## src/sv/fsrl_pkg.sv

```systemverilog
package fsrl_pkg;

  localparam int FMT_W      = 14;
  localparam int RATE_W     = 16;
  localparam int DUR_W      = 16;
  localparam int AMP_W      = 16;
  localparam int PROD_W     = RATE_W + DUR_W;
  localparam int NUM_LANES  = 4;

  localparam logic [FMT_W-1:0] FMT_MAX    = 14'h3FFF;
  localparam logic [AMP_W-1:0] AMP_THRESH = 16'd3276;
  localparam logic [DUR_W-1:0] DUR_FLOOR  = 16'd40;

  localparam int IN_TDATA_W  = 112;
  localparam int IN_TUSER_W  = 2;
  localparam int OUT_TDATA_W = 64;
  localparam int CFG_IDX_W   = 3;
  localparam int CFG_DATA_W  = 16;

  typedef enum logic [CFG_IDX_W-1:0] {
    CFG_LIMIT_ENABLE = 3'd0,
    CFG_APPLY_MASK   = 3'd1,
    CFG_RATE_CF2     = 3'd2,
    CFG_RATE_CF3     = 3'd3,
    CFG_RATE_PF2     = 3'd4,
    CFG_RATE_PF3     = 3'd5
  } cfg_index_t;

  typedef struct packed {
    logic load;    // first stage takes a new frame
    logic commit;  // a non-bypassed frame leaves the second stage and updates history
    logic limit;   // limiting applies to the frame in the second stage
  } lane_ctrl_t;

endpackage

```

## src/sv/fsrl_lane.sv

```systemverilog
module fsrl_lane (
  input  logic                              clk,
  input  logic                              rst,
  input  fsrl_pkg::lane_ctrl_t              ctrl,
  input  logic                              lane_en,
  input  logic [fsrl_pkg::RATE_W-1:0]       rate,
  input  logic [fsrl_pkg::DUR_W-1:0]        eff_dur,
  input  logic [fsrl_pkg::FMT_W-1:0]        f_in,
  output logic [fsrl_pkg::FMT_W-1:0]        f_out,
  output logic                              hit
);

  logic [fsrl_pkg::PROD_W-1:0] prod;
  logic [fsrl_pkg::FMT_W-1:0]  step;
  logic [fsrl_pkg::FMT_W-1:0]  f_s1;
  logic [fsrl_pkg::FMT_W-1:0]  prev;
  logic [fsrl_pkg::FMT_W-1:0]  d_up;
  logic [fsrl_pkg::FMT_W-1:0]  d_dn;

  assign prod = fsrl_pkg::PROD_W'(rate) * fsrl_pkg::PROD_W'(eff_dur);

  // The step is the Q8.8 product in whole Hz, saturated at the formant range.
  // Since the difference is an integer, diff * 256 > product exactly when
  // diff exceeds the truncated step, so the saturated step serves both uses.
  always_ff @(posedge clk) begin
    if (ctrl.load) begin
      f_s1 <= f_in;
      if (|prod[fsrl_pkg::PROD_W-1:fsrl_pkg::FMT_W+8]) begin
        step <= fsrl_pkg::FMT_MAX;
      end else begin
        step <= prod[fsrl_pkg::FMT_W+7:8];
      end
    end
  end

  assign d_up = f_s1 - prev;
  assign d_dn = prev - f_s1;

  always_comb begin
    f_out = f_s1;
    hit   = 1'b0;
    if (ctrl.limit && lane_en) begin
      if (f_s1 > prev && d_up > step) begin
        f_out = prev + step;
        hit   = 1'b1;
      end else if (prev > f_s1 && d_dn > step) begin
        f_out = prev - step;
        hit   = 1'b1;
      end
    end
  end

  always_ff @(posedge clk) begin
    if (rst) begin
      prev <= '0;
    end else if (ctrl.commit) begin
      prev <= f_out;
    end
  end

endmodule

```

## src/sv/formant_slew_rate_limiter.sv

```systemverilog
// Formant slew-rate limiter for a frame-based speech synthesizer.
// Input stream s_axis carries one frame per request: four formant frequencies,
// duration, class flags and source amplitudes in tdata, and the utterance
// start and bypass flags in tuser. Output stream m_axis returns one request
// per frame with the limited formants, the source change flag and a mask of
// clamped formants. Registers are written through the cfg channel, which is
// always ready; write them only while no frame is in flight.
// An accepted frame is registered in the first stage, then in the output
// register; a frame may be accepted in every cycle while the receiver is
// ready. The first stage forms rate * duration in four parallel lane
// multipliers; the second compares each lane against the last committed
// formant, merges the lane results and updates the history. When the receiver
// stalls, the output register holds its request and the first stage can still
// take one more frame; input ready drops only when both stages are full.
// Reset clears the registers, the frame history and both stage valids; the
// block is ready for input in the first cycle after reset.
module formant_slew_rate_limiter (
  input  logic                                 clk,
  input  logic                                 rst,
  input  logic                                 s_axis_tvalid,
  output logic                                 s_axis_tready,
  // tdata, low bit up: cf2_in, cf3_in, pf2_in, pf3_in, duration_ms,
  // is_nasal, sharp_class, voice_amp, fric_amp, zero fill
  input  logic [fsrl_pkg::IN_TDATA_W-1:0]      s_axis_tdata,
  // tuser, low bit up: utterance_start, bypass
  input  logic [fsrl_pkg::IN_TUSER_W-1:0]      s_axis_tuser,
  output logic                                 m_axis_tvalid,
  input  logic                                 m_axis_tready,
  // tdata, low bit up: cf2_out, cf3_out, pf2_out, pf3_out, source_change,
  // clamped_mask, zero fill
  output logic [fsrl_pkg::OUT_TDATA_W-1:0]     m_axis_tdata,
  input  logic                                 cfg_valid,
  output logic                                 cfg_ready,
  input  logic [fsrl_pkg::CFG_IDX_W-1:0]       cfg_index,
  input  logic [fsrl_pkg::CFG_DATA_W-1:0]      cfg_data
);

  localparam int NL = fsrl_pkg::NUM_LANES;
  localparam int FW = fsrl_pkg::FMT_W;

  // Configuration registers
  logic                              limit_enable;
  logic [NL-1:0]                     apply_mask;
  logic [fsrl_pkg::RATE_W-1:0]       rate [NL];

  // First stage
  logic                              s1_valid;
  logic                              s1_start;
  logic                              s1_bypass;
  logic                              s1_dur_nz;
  logic                              s1_nasal;
  logic                              s1_sharp;
  logic                              s1_voiced;
  logic                              s1_fricated;

  // Frame history
  logic                              has_prev;
  logic                              prev_nasal;
  logic                              prev_voiced;
  logic                              prev_fricated;

  // Output register
  logic                              out_valid;
  logic [FW-1:0]                     out_f [NL];
  logic                              out_change;
  logic [NL-1:0]                     out_clamped;

  logic                              move;
  logic                              in_fire;
  logic                              s1_fire;
  logic [fsrl_pkg::DUR_W-1:0]        in_dur;
  logic [fsrl_pkg::DUR_W-1:0]        eff_dur;
  logic                              hp;
  logic                              limit;
  logic                              change;
  fsrl_pkg::lane_ctrl_t              lane_ctrl;
  logic [FW-1:0]                     lane_f [NL];
  logic [NL-1:0]                     lane_hit;

  assign cfg_ready = 1'b1;

  always_ff @(posedge clk) begin
    if (rst) begin
      limit_enable <= 1'b0;
      apply_mask   <= '0;
      for (int i = 0; i < NL; i++) begin
        rate[i] <= '0;
      end
    end else if (cfg_valid) begin
      unique case (fsrl_pkg::cfg_index_t'(cfg_index))
        fsrl_pkg::CFG_LIMIT_ENABLE: limit_enable <= cfg_data[0];
        fsrl_pkg::CFG_APPLY_MASK:   apply_mask   <= cfg_data[NL-1:0];
        fsrl_pkg::CFG_RATE_CF2:     rate[0]      <= cfg_data;
        fsrl_pkg::CFG_RATE_CF3:     rate[1]      <= cfg_data;
        fsrl_pkg::CFG_RATE_PF2:     rate[2]      <= cfg_data;
        fsrl_pkg::CFG_RATE_PF3:     rate[3]      <= cfg_data;
        default: ;
      endcase
    end
  end

  assign move          = !out_valid || m_axis_tready;
  assign s_axis_tready = !s1_valid || move;
  assign in_fire       = s_axis_tvalid && s_axis_tready;
  assign s1_fire       = s1_valid && move;

  assign in_dur  = s_axis_tdata[71:56];
  assign eff_dur = (in_dur > fsrl_pkg::DUR_FLOOR) ? in_dur : fsrl_pkg::DUR_FLOOR;

  always_ff @(posedge clk) begin
    if (rst) begin
      s1_valid <= 1'b0;
    end else if (s_axis_tready) begin
      s1_valid <= s_axis_tvalid;
    end
  end

  always_ff @(posedge clk) begin
    if (in_fire) begin
      s1_start    <= s_axis_tuser[0];
      s1_bypass   <= s_axis_tuser[1];
      s1_dur_nz   <= |in_dur;
      s1_nasal    <= s_axis_tdata[72];
      s1_sharp    <= s_axis_tdata[73];
      s1_voiced   <= s_axis_tdata[89:74] > fsrl_pkg::AMP_THRESH;
      s1_fricated <= s_axis_tdata[105:90] > fsrl_pkg::AMP_THRESH;
    end
  end

  // An utterance start drops the history before the frame is judged.
  assign hp     = has_prev && !s1_start;
  assign limit  = limit_enable && hp && s1_dur_nz && !s1_sharp && !s1_nasal &&
                  !prev_nasal && !s1_bypass;
  assign change = !s1_bypass && hp &&
                  ((s1_voiced != prev_voiced) || (s1_fricated != prev_fricated));

  assign lane_ctrl.load   = in_fire;
  assign lane_ctrl.commit = s1_fire && !s1_bypass;
  assign lane_ctrl.limit  = limit;

  for (genvar g = 0; g < NL; g++) begin : g_lane
    fsrl_lane u_lane (
      .clk     (clk),
      .rst     (rst),
      .ctrl    (lane_ctrl),
      .lane_en (apply_mask[g] && (rate[g] != '0)),
      .rate    (rate[g]),
      .eff_dur (eff_dur),
      .f_in    (s_axis_tdata[g*FW +: FW]),
      .f_out   (lane_f[g]),
      .hit     (lane_hit[g])
    );
  end

  always_ff @(posedge clk) begin
    if (rst) begin
      has_prev      <= 1'b0;
      prev_nasal    <= 1'b0;
      prev_voiced   <= 1'b0;
      prev_fricated <= 1'b0;
    end else if (s1_fire) begin
      if (!s1_bypass) begin
        has_prev      <= 1'b1;
        prev_nasal    <= s1_nasal;
        prev_voiced   <= s1_voiced;
        prev_fricated <= s1_fricated;
      end else if (s1_start) begin
        has_prev <= 1'b0;
      end
    end
  end

  always_ff @(posedge clk) begin
    if (rst) begin
      out_valid <= 1'b0;
    end else if (move) begin
      out_valid <= s1_valid;
    end
  end

  always_ff @(posedge clk) begin
    if (s1_fire) begin
      for (int i = 0; i < NL; i++) begin
        out_f[i] <= lane_f[i];
      end
      out_change  <= change;
      out_clamped <= lane_hit;
    end
  end

  assign m_axis_tvalid = out_valid;
  assign m_axis_tdata  = {3'b000, out_clamped, out_change,
                          out_f[3], out_f[2], out_f[1], out_f[0]};

endmodule

```

## config.mk

```make
export PLATFORM = sky130hd
export DESIGN_NAME = formant_slew_rate_limiter
export DESIGN_NICKNAME = d
export VERILOG_FILES = /design/src/sv/fsrl_pkg.sv /design/src/sv/fsrl_lane.sv /design/src/sv/formant_slew_rate_limiter.sv
export SDC_FILE = /design/constraint.sdc
export NUM_CORES = 2
export LEC_CHECK = 0
export ABC_CLOCK_PERIOD_IN_PS = 16410
export BUFFER_PORTS_ARGS = -buffer_cell sky130_fd_sc_hd__buf_2
export CAP_MARGIN = 10
export CORE_MARGIN = 2
export CORE_UTILIZATION = 28
export DETAILED_ROUTE_END_ITERATION = 12
export PLACE_DENSITY = 0.41
export SYNTH_ARGS = -nofsm -noshare
export SYNTH_HDL_FRONTEND = slang
export SYNTH_SLANG_ARGS = --single-unit
```

## constraint.sdc

```tcl
create_clock -name clk -period 16.41 [get_ports clk]
set_input_delay 4.1025 -clock clk [delete_from_list [all_inputs] [get_ports clk]]
set_output_delay 4.1025 -clock clk [all_outputs]
set_load 0.005 [all_outputs]
```

Word-level counts from Yosys, hierarchy flattened
Memory sizes are Yosys's and may differ from the RTL's.
Cells that the tools add are included.
Widths: inputs -> output; s select.
{ "classes": {"addsub": 16, "multipliers": 4, "n_lt_le_gt_ge": 19, "eq_ne": 8, "mux": 47, "n_bitwise": 5, "reduce_logical": 52} }
{ "ops": {"columns": ["op", "n"], "rows": [
  ["$gt 14x14->1", 16],
  ["$mux 14", 12],
  ["$sub 14x14->14", 12],
  ["$mul 16x16->32", 4],
  ["$mux 16", 5],
  ["$reduce_bool 16->1", 4],
  ["$add 14x14->14", 4],
  ["$reduce_or 10->1", 4],
  ["$gt 16x12->1 const B", 2],
  ["$mux 1", 30],
  ["$logic_and 1x1->1", 28],
  ["$gt 16x6->1 const B", 1],
  ["$reduce_or 16->1", 1],
  ["$reduce_and 2->1", 4],
  ["$logic_not 1->1", 7],
  ["$eq 3x2->1 const B", 2],
  ["$eq 3x3->1 const B", 2],
  ["$or 1x1->1", 4],
  ["$eq 3x1->1 const B", 1],
  ["$logic_not 3->1", 1],
  ["$logic_or 1x1->1", 3],
  ["$ne 1x1->1", 2],
  ["$ne 2x2->1 const B", 1],
  ["$not 1->1", 1]
]} }
{ "word_totals": {"register_bits": 191, "ram_bits": 120, "output_inout_bits": 67, "n_memories": 2} }
{ "mem_list": {"columns": ["name", "words", "width", "read_ports", "rd_clocked_by_memory_dff", "write_ports", "line", "text"], "rows": [
  ["rate", 4, 16, 4, 0, 4, "formant_slew_rate_limiter.sv:44", "logic [fsrl_pkg::RATE_W-1:0] rate [NL];"],
  ["out_f", 4, 14, 4, 0, 4, "formant_slew_rate_limiter.sv:64", "logic [FW-1:0] out_f [NL];"]
]} }

Longest topological paths before layout
{ "depth": {"word_depth": 10, "mapped_depth": 34} }

Hierarchy
A second synthesis with hierarchy kept.
{ "hier_totals": {"hier_cells": 6625, "hier_area_um2": 59029.1} }
{ "modules_own_cells": {"columns": ["mod", "n_inst", "cells_each", "area_per_inst_um2"], "rows": [
  ["fsrl_lane at g_lane[0].u_lane", 1, 1571, 13549.2],
  ["fsrl_lane at g_lane[3].u_lane", 1, 1574, 13375.3],
  ["fsrl_lane at g_lane[2].u_lane", 1, 1586, 13364.1],
  ["fsrl_lane at g_lane[1].u_lane", 1, 1556, 13360.3],
  ["formant_slew_rate_limiter", 1, 338, 5380.2]
]} }

Worst setup path after synthesis
OpenSTA, ideal clock, no wires.
{ "synth_path": {"path_kind": "input -> register", "startpoint": "input s_axis_tdata[64] in the netlist's numbering", "endpoint": "register g_lane[2].u_lane.step[10] in the netlist's numbering, data pin", "setup_time_ns": 0.255, "arrival_ns": 11.317, "t_required_ns": 16.155, "setup_slack_ns": 4.838, "path_stages": 30, "path_buffers": 5, "path_cell_list": "nor4_1 and3_1 buf_4 nand2_1 clkbuf_1 and2_1 clkbuf_1 clkbuf_1 nand2_1 fa_1 fa_1 fa_1 fa_1 inv_1 fa_1 inv_1 fa_1 inv_1 ha_1 a21o_1 a21o_1 nor3b_1 a21oi_2 a31oi_1 mux2i_1 nand4_1 or4_4 nor4_4 buf_6 nand2_1"} }
{ "synth_between": {"elab_chain_cells": 4} }
{ "synth_rtl": {"columns": ["item", "line", "text"], "rows": [
  ["from (decl)", "formant_slew_rate_limiter.sv:24", "input logic [fsrl_pkg::IN_TDATA_W-1:0] s_axis_tdata,"],
  ["$gt 16x6->1", "formant_slew_rate_limiter.sv:108", "assign eff_dur = (in_dur > fsrl_pkg::DUR_FLOOR) ? in_dur : fsrl_pkg::DUR_FLOOR;"],
  ["$mux 16 *", "formant_slew_rate_limiter.sv:108", null],
  ["$mul 16x16->32 *", "fsrl_lane.sv:20", "assign prod = fsrl_pkg::PROD_W'(rate) * fsrl_pkg::PROD_W'(eff_dur);"],
  ["$reduce_or 10->1", "fsrl_lane.sv:28", "if (|prod[fsrl_pkg::PROD_W-1:fsrl_pkg::FMT_W+8]) begin"],
  ["to (signal assigned)", "fsrl_lane.sv:29", "step <= fsrl_pkg::FMT_MAX;"],
  ["to (signal assigned)", "fsrl_lane.sv:31", "step <= prod[fsrl_pkg::FMT_W+7:8];"],
  ["to (decl)", "fsrl_lane.sv:14", "logic [fsrl_pkg::FMT_W-1:0] step;"]
]} }
Mark *: on every way between the ends. The rest lies on a longest branch, timed or not.
A chain may end at the register's enable or synchronous reset.

Final worst setup path
{ "layout_path": {"startpoint": "input s_axis_tdata[67] in the netlist's numbering", "endpoint": "register g_lane[1].u_lane.step[8] in the netlist's numbering, data pin"} }
{ "layout_between": {"elab_chain_cells": 4} }
{ "layout_rtl": {"columns": ["item", "line"], "rows": [
  ["$gt 16x6->1", "formant_slew_rate_limiter.sv:108"],
  ["$mux 16 *", "formant_slew_rate_limiter.sv:108"],
  ["$mul 16x16->32 *", "fsrl_lane.sv:20"],
  ["$reduce_or 10->1", "fsrl_lane.sv:28"],
  ["to (signal assigned)", "fsrl_lane.sv:29"],
  ["to (signal assigned)", "fsrl_lane.sv:31"],
  ["to (decl)", "fsrl_lane.sv:14"]
]} }
Marks and branches as above.

==> metrics.txt <==
Crit Path Max Fanout=59; most used cell, CP=fa_1; Routed wire per std cell=around 20 um; clock-pin slew on the worst setup and hold paths=approximately 50 ps; Post-synth EDFFs=approximately 240; CTS tree=built; input/output buffers=~190; starting density of the core=roughly 28%; Overall Power=~12 mW; outcome=complete, no violations; total gr overflow=0; arrival time worst endpoint=between 10000 and 15000 ps; Seq/Total Area, Yosys=15.0%; unrepaired setup endpoints after global routing=no; DRC Markers=0; share of power burned in registers=8.4%; DP Area=just over 60000 sq um; post-layout min period=about 13000 ps; Top FF cell, synth=edfxtp_1; Buf/Inv on CP=6; worst hold path class=flip-flop to flip-flop; leading cell type in the layout, fill and taps excluded=inv_1; post-cts gate resize count=0; syn avg cell area=around 9.0 sq um; PD cells=around 190 nW/um^2; setup TNS=0 ps; nets=around 8100; Clock power frac=roughly 9%; met2 wire length=just over 80 mm; Storage cell area=between 8000 and 9000 sq um; dpl ws=around 2200 ps; Netlist cell types=99; Synthesis Warnings=0; num rows=~170; # fillers=21590; final worst slack=roughly 3000 ps; clk root buf=clkbuf_16; routed via count=roughly 44000; Finish-stage setup viols=0; Switch Pwr=6.33 mW; Peak VDD IR=~0.26 mV; initial antenna violation count=29; Net Sw Frac=54.0%; vias in the first global route=about 46000; multi-input logic area=~43000 sq um; Max-slew headroom=a little over a fifth; period utilization=about four fifths; final wirelength=approximately 180 mm; slowest stage cell, crit path=nor4_4; antenna viol nets, final=0; DIE WIDTH=approximately 460 um; maxcap violations=0; CP required=~17000 ps; asr flop ratio synth=0%; most frequent cells in the layout=inv_1 (1191), fa_1 (788), ha_1 (728); Area growth syn-to-layout=9.12%; combinational share of power=82.7%; Starting DRT DRC Count=approximately 2100; clock skew=between 40 and 50 ps; # IOs=slightly above 200; met3 wire length=just over 9 mm; first-pass GRT wire length=between 200 and 300 mm; LEAKAGE=30.3 nW; Highest Clock Rate=around 0.074 GHz; CP Class=input port to flip-flop; Cells after Synth=between 6000 and 7000; worst hold slack=between 400 and 500 ps; Final GP Congestion=around 0.84; cell area after synthesis=57600 sq um; critical path's top delay family=simple AND/OR/NAND/NOR gates; Pre-antenna DRT Iters=8; final hold vios=0; post-route cell area=~63000 sq um; Clock Latency Late Sink=~640 ps; setup bufs post-CTS=0; die span in y=between 400 and 500 um; Die ar.=between 200000 and 250000 sq um; cell internal pwr=about 5.4 mW; slowest stage delay, CP=between 700 and 800 ps; Yosys reg bits=approximately 310; Top Layer Used=met5; Final Max Slew Viols=0; Via density=approximately 4.8; Num CTS Buffers=between 40 and 50; Critical Path Sink Type=flip-flop; largest net degree at the start of global routing=65; core area=approximately 200000 sq um; Setup crit start kind=input port; Worst-Margin Slew=between 1000 and 1500 ps; layout cell share with drive strength beyond 1=between 6 and 7%; final std cells w/o fill=9174; # clock sinks=311; M1 WL=84.8 mm; Inst Count DP=between 9000 and 10000; gr usage total=17.2%; Final Util=a little under a third; CTS H-tree lvls=2; Hold Buf Count CTS=0; CTS Buffer Depth=3; hpwl dp=roughly 140 mm
[final timing paths]
check / startpoint / end / slack [ps] / cells after the start
max: s_axis_tdata[67] / g_lane[1].u_lane.step[8] / 2970 / 29
min: prev_nasal / prev_nasal / 470 / 2
max reg2reg: rate[1][7] / g_lane[1].u_lane.step[8] / 8210 / 24
min reg2reg: prev_nasal / prev_nasal / 470 / 2
[metal layers]
| metal | vias up | global-route usage [%] |
|---|---|---|
| li1 | 20836 | - |
| met1 | 22234 | 24.0 |
| met2 | 928 | 28.1 |
| met3 | 170 | 2.31 |
| met4 | 8 | 4.13 |
| met5 | - | 0 |
[Yosys cell counts, types with 29 or more instances]
cell type     n  area (sq um)
ha_1        728          9110
dfxtp_1      67          1340
inv_1      1191          4470
nand4_1      49           307
a21o_1      155          1160
nor2b_1      44           275
o21a_1       43           323
edfxtp_1    244          7330
a21oi_1     281          1410
and2_1      531          3320
clkbuf_1    275          1030
o21bai_1     55           413
nand3_1      53           265
xor2_1       68           596
a211oi_1     29           218
nor2_1      198           743
nand2_1     647          2430
xnor2_1     145          1270
o21ai_0     132           661
fa_1        788         15800
and3_1      143           895
nor3_1       72           360
[cells by family (layout without fill, tap and decap cells)]
kind of cell	after synthesis	after routing	share of synthesized area, %
AND/OR/NAND/NOR	1879	1879	16.8
adder cells (fa/ha/maj)	1516	1516	43.2
buffers and inverters	1490	1527	9.79
AO/OA/AOI/OAI	1007	1007	11.7
flip-flops	311	311	15.0
XOR/XNOR	213	213	3.24
multiplexers	16	16	0.280
other	2	17	0.0130
[worst min-delay path, cell delays in order (launching register included)]
cell and delay (ps):
dfxtp_1 310, nand2_1 50, a21oi_1 60
[state kept, by name, indices dropped and copies added, names as in the netlist, 4 cells and up]
register,flops
g_lane.u_lane.f_s1,56
g_lane.u_lane.prev,56
apply_mask,4
g_lane.u_lane.step,56
out_clamped,4
rate,64
out_f,56
[power by group through the flow]
stage / clock [mW] / combinational [mW] / sequential, mW
after floorplan: 0 / 7.17 / 0.940
after global placement: 0 / 9.77 / 0.999
after detailed placement: 0 / 9.73 / 0.999
after CTS: 1.09 / 9.81 / 0.983
after global routing: 1.10 / 11.1 / 0.989
final: 1.04 / 9.70 / 0.982
[area by class of cell]
type | instances | share of cell area (%)
Sequential cell | 311 | 13.8
Clock buffer | 58 | 1.93
Multi-Input combinational cell | 4635 | 69.0
Timing Repair Buffer | 255 | 2.30
Clock inverter | 21 | 0.491
Antenna cell | 13 | 0.0517
Inverter | 1193 | 7.12
Tap cell | 2688 | 5.35
(Power assumes the default switching activity.)
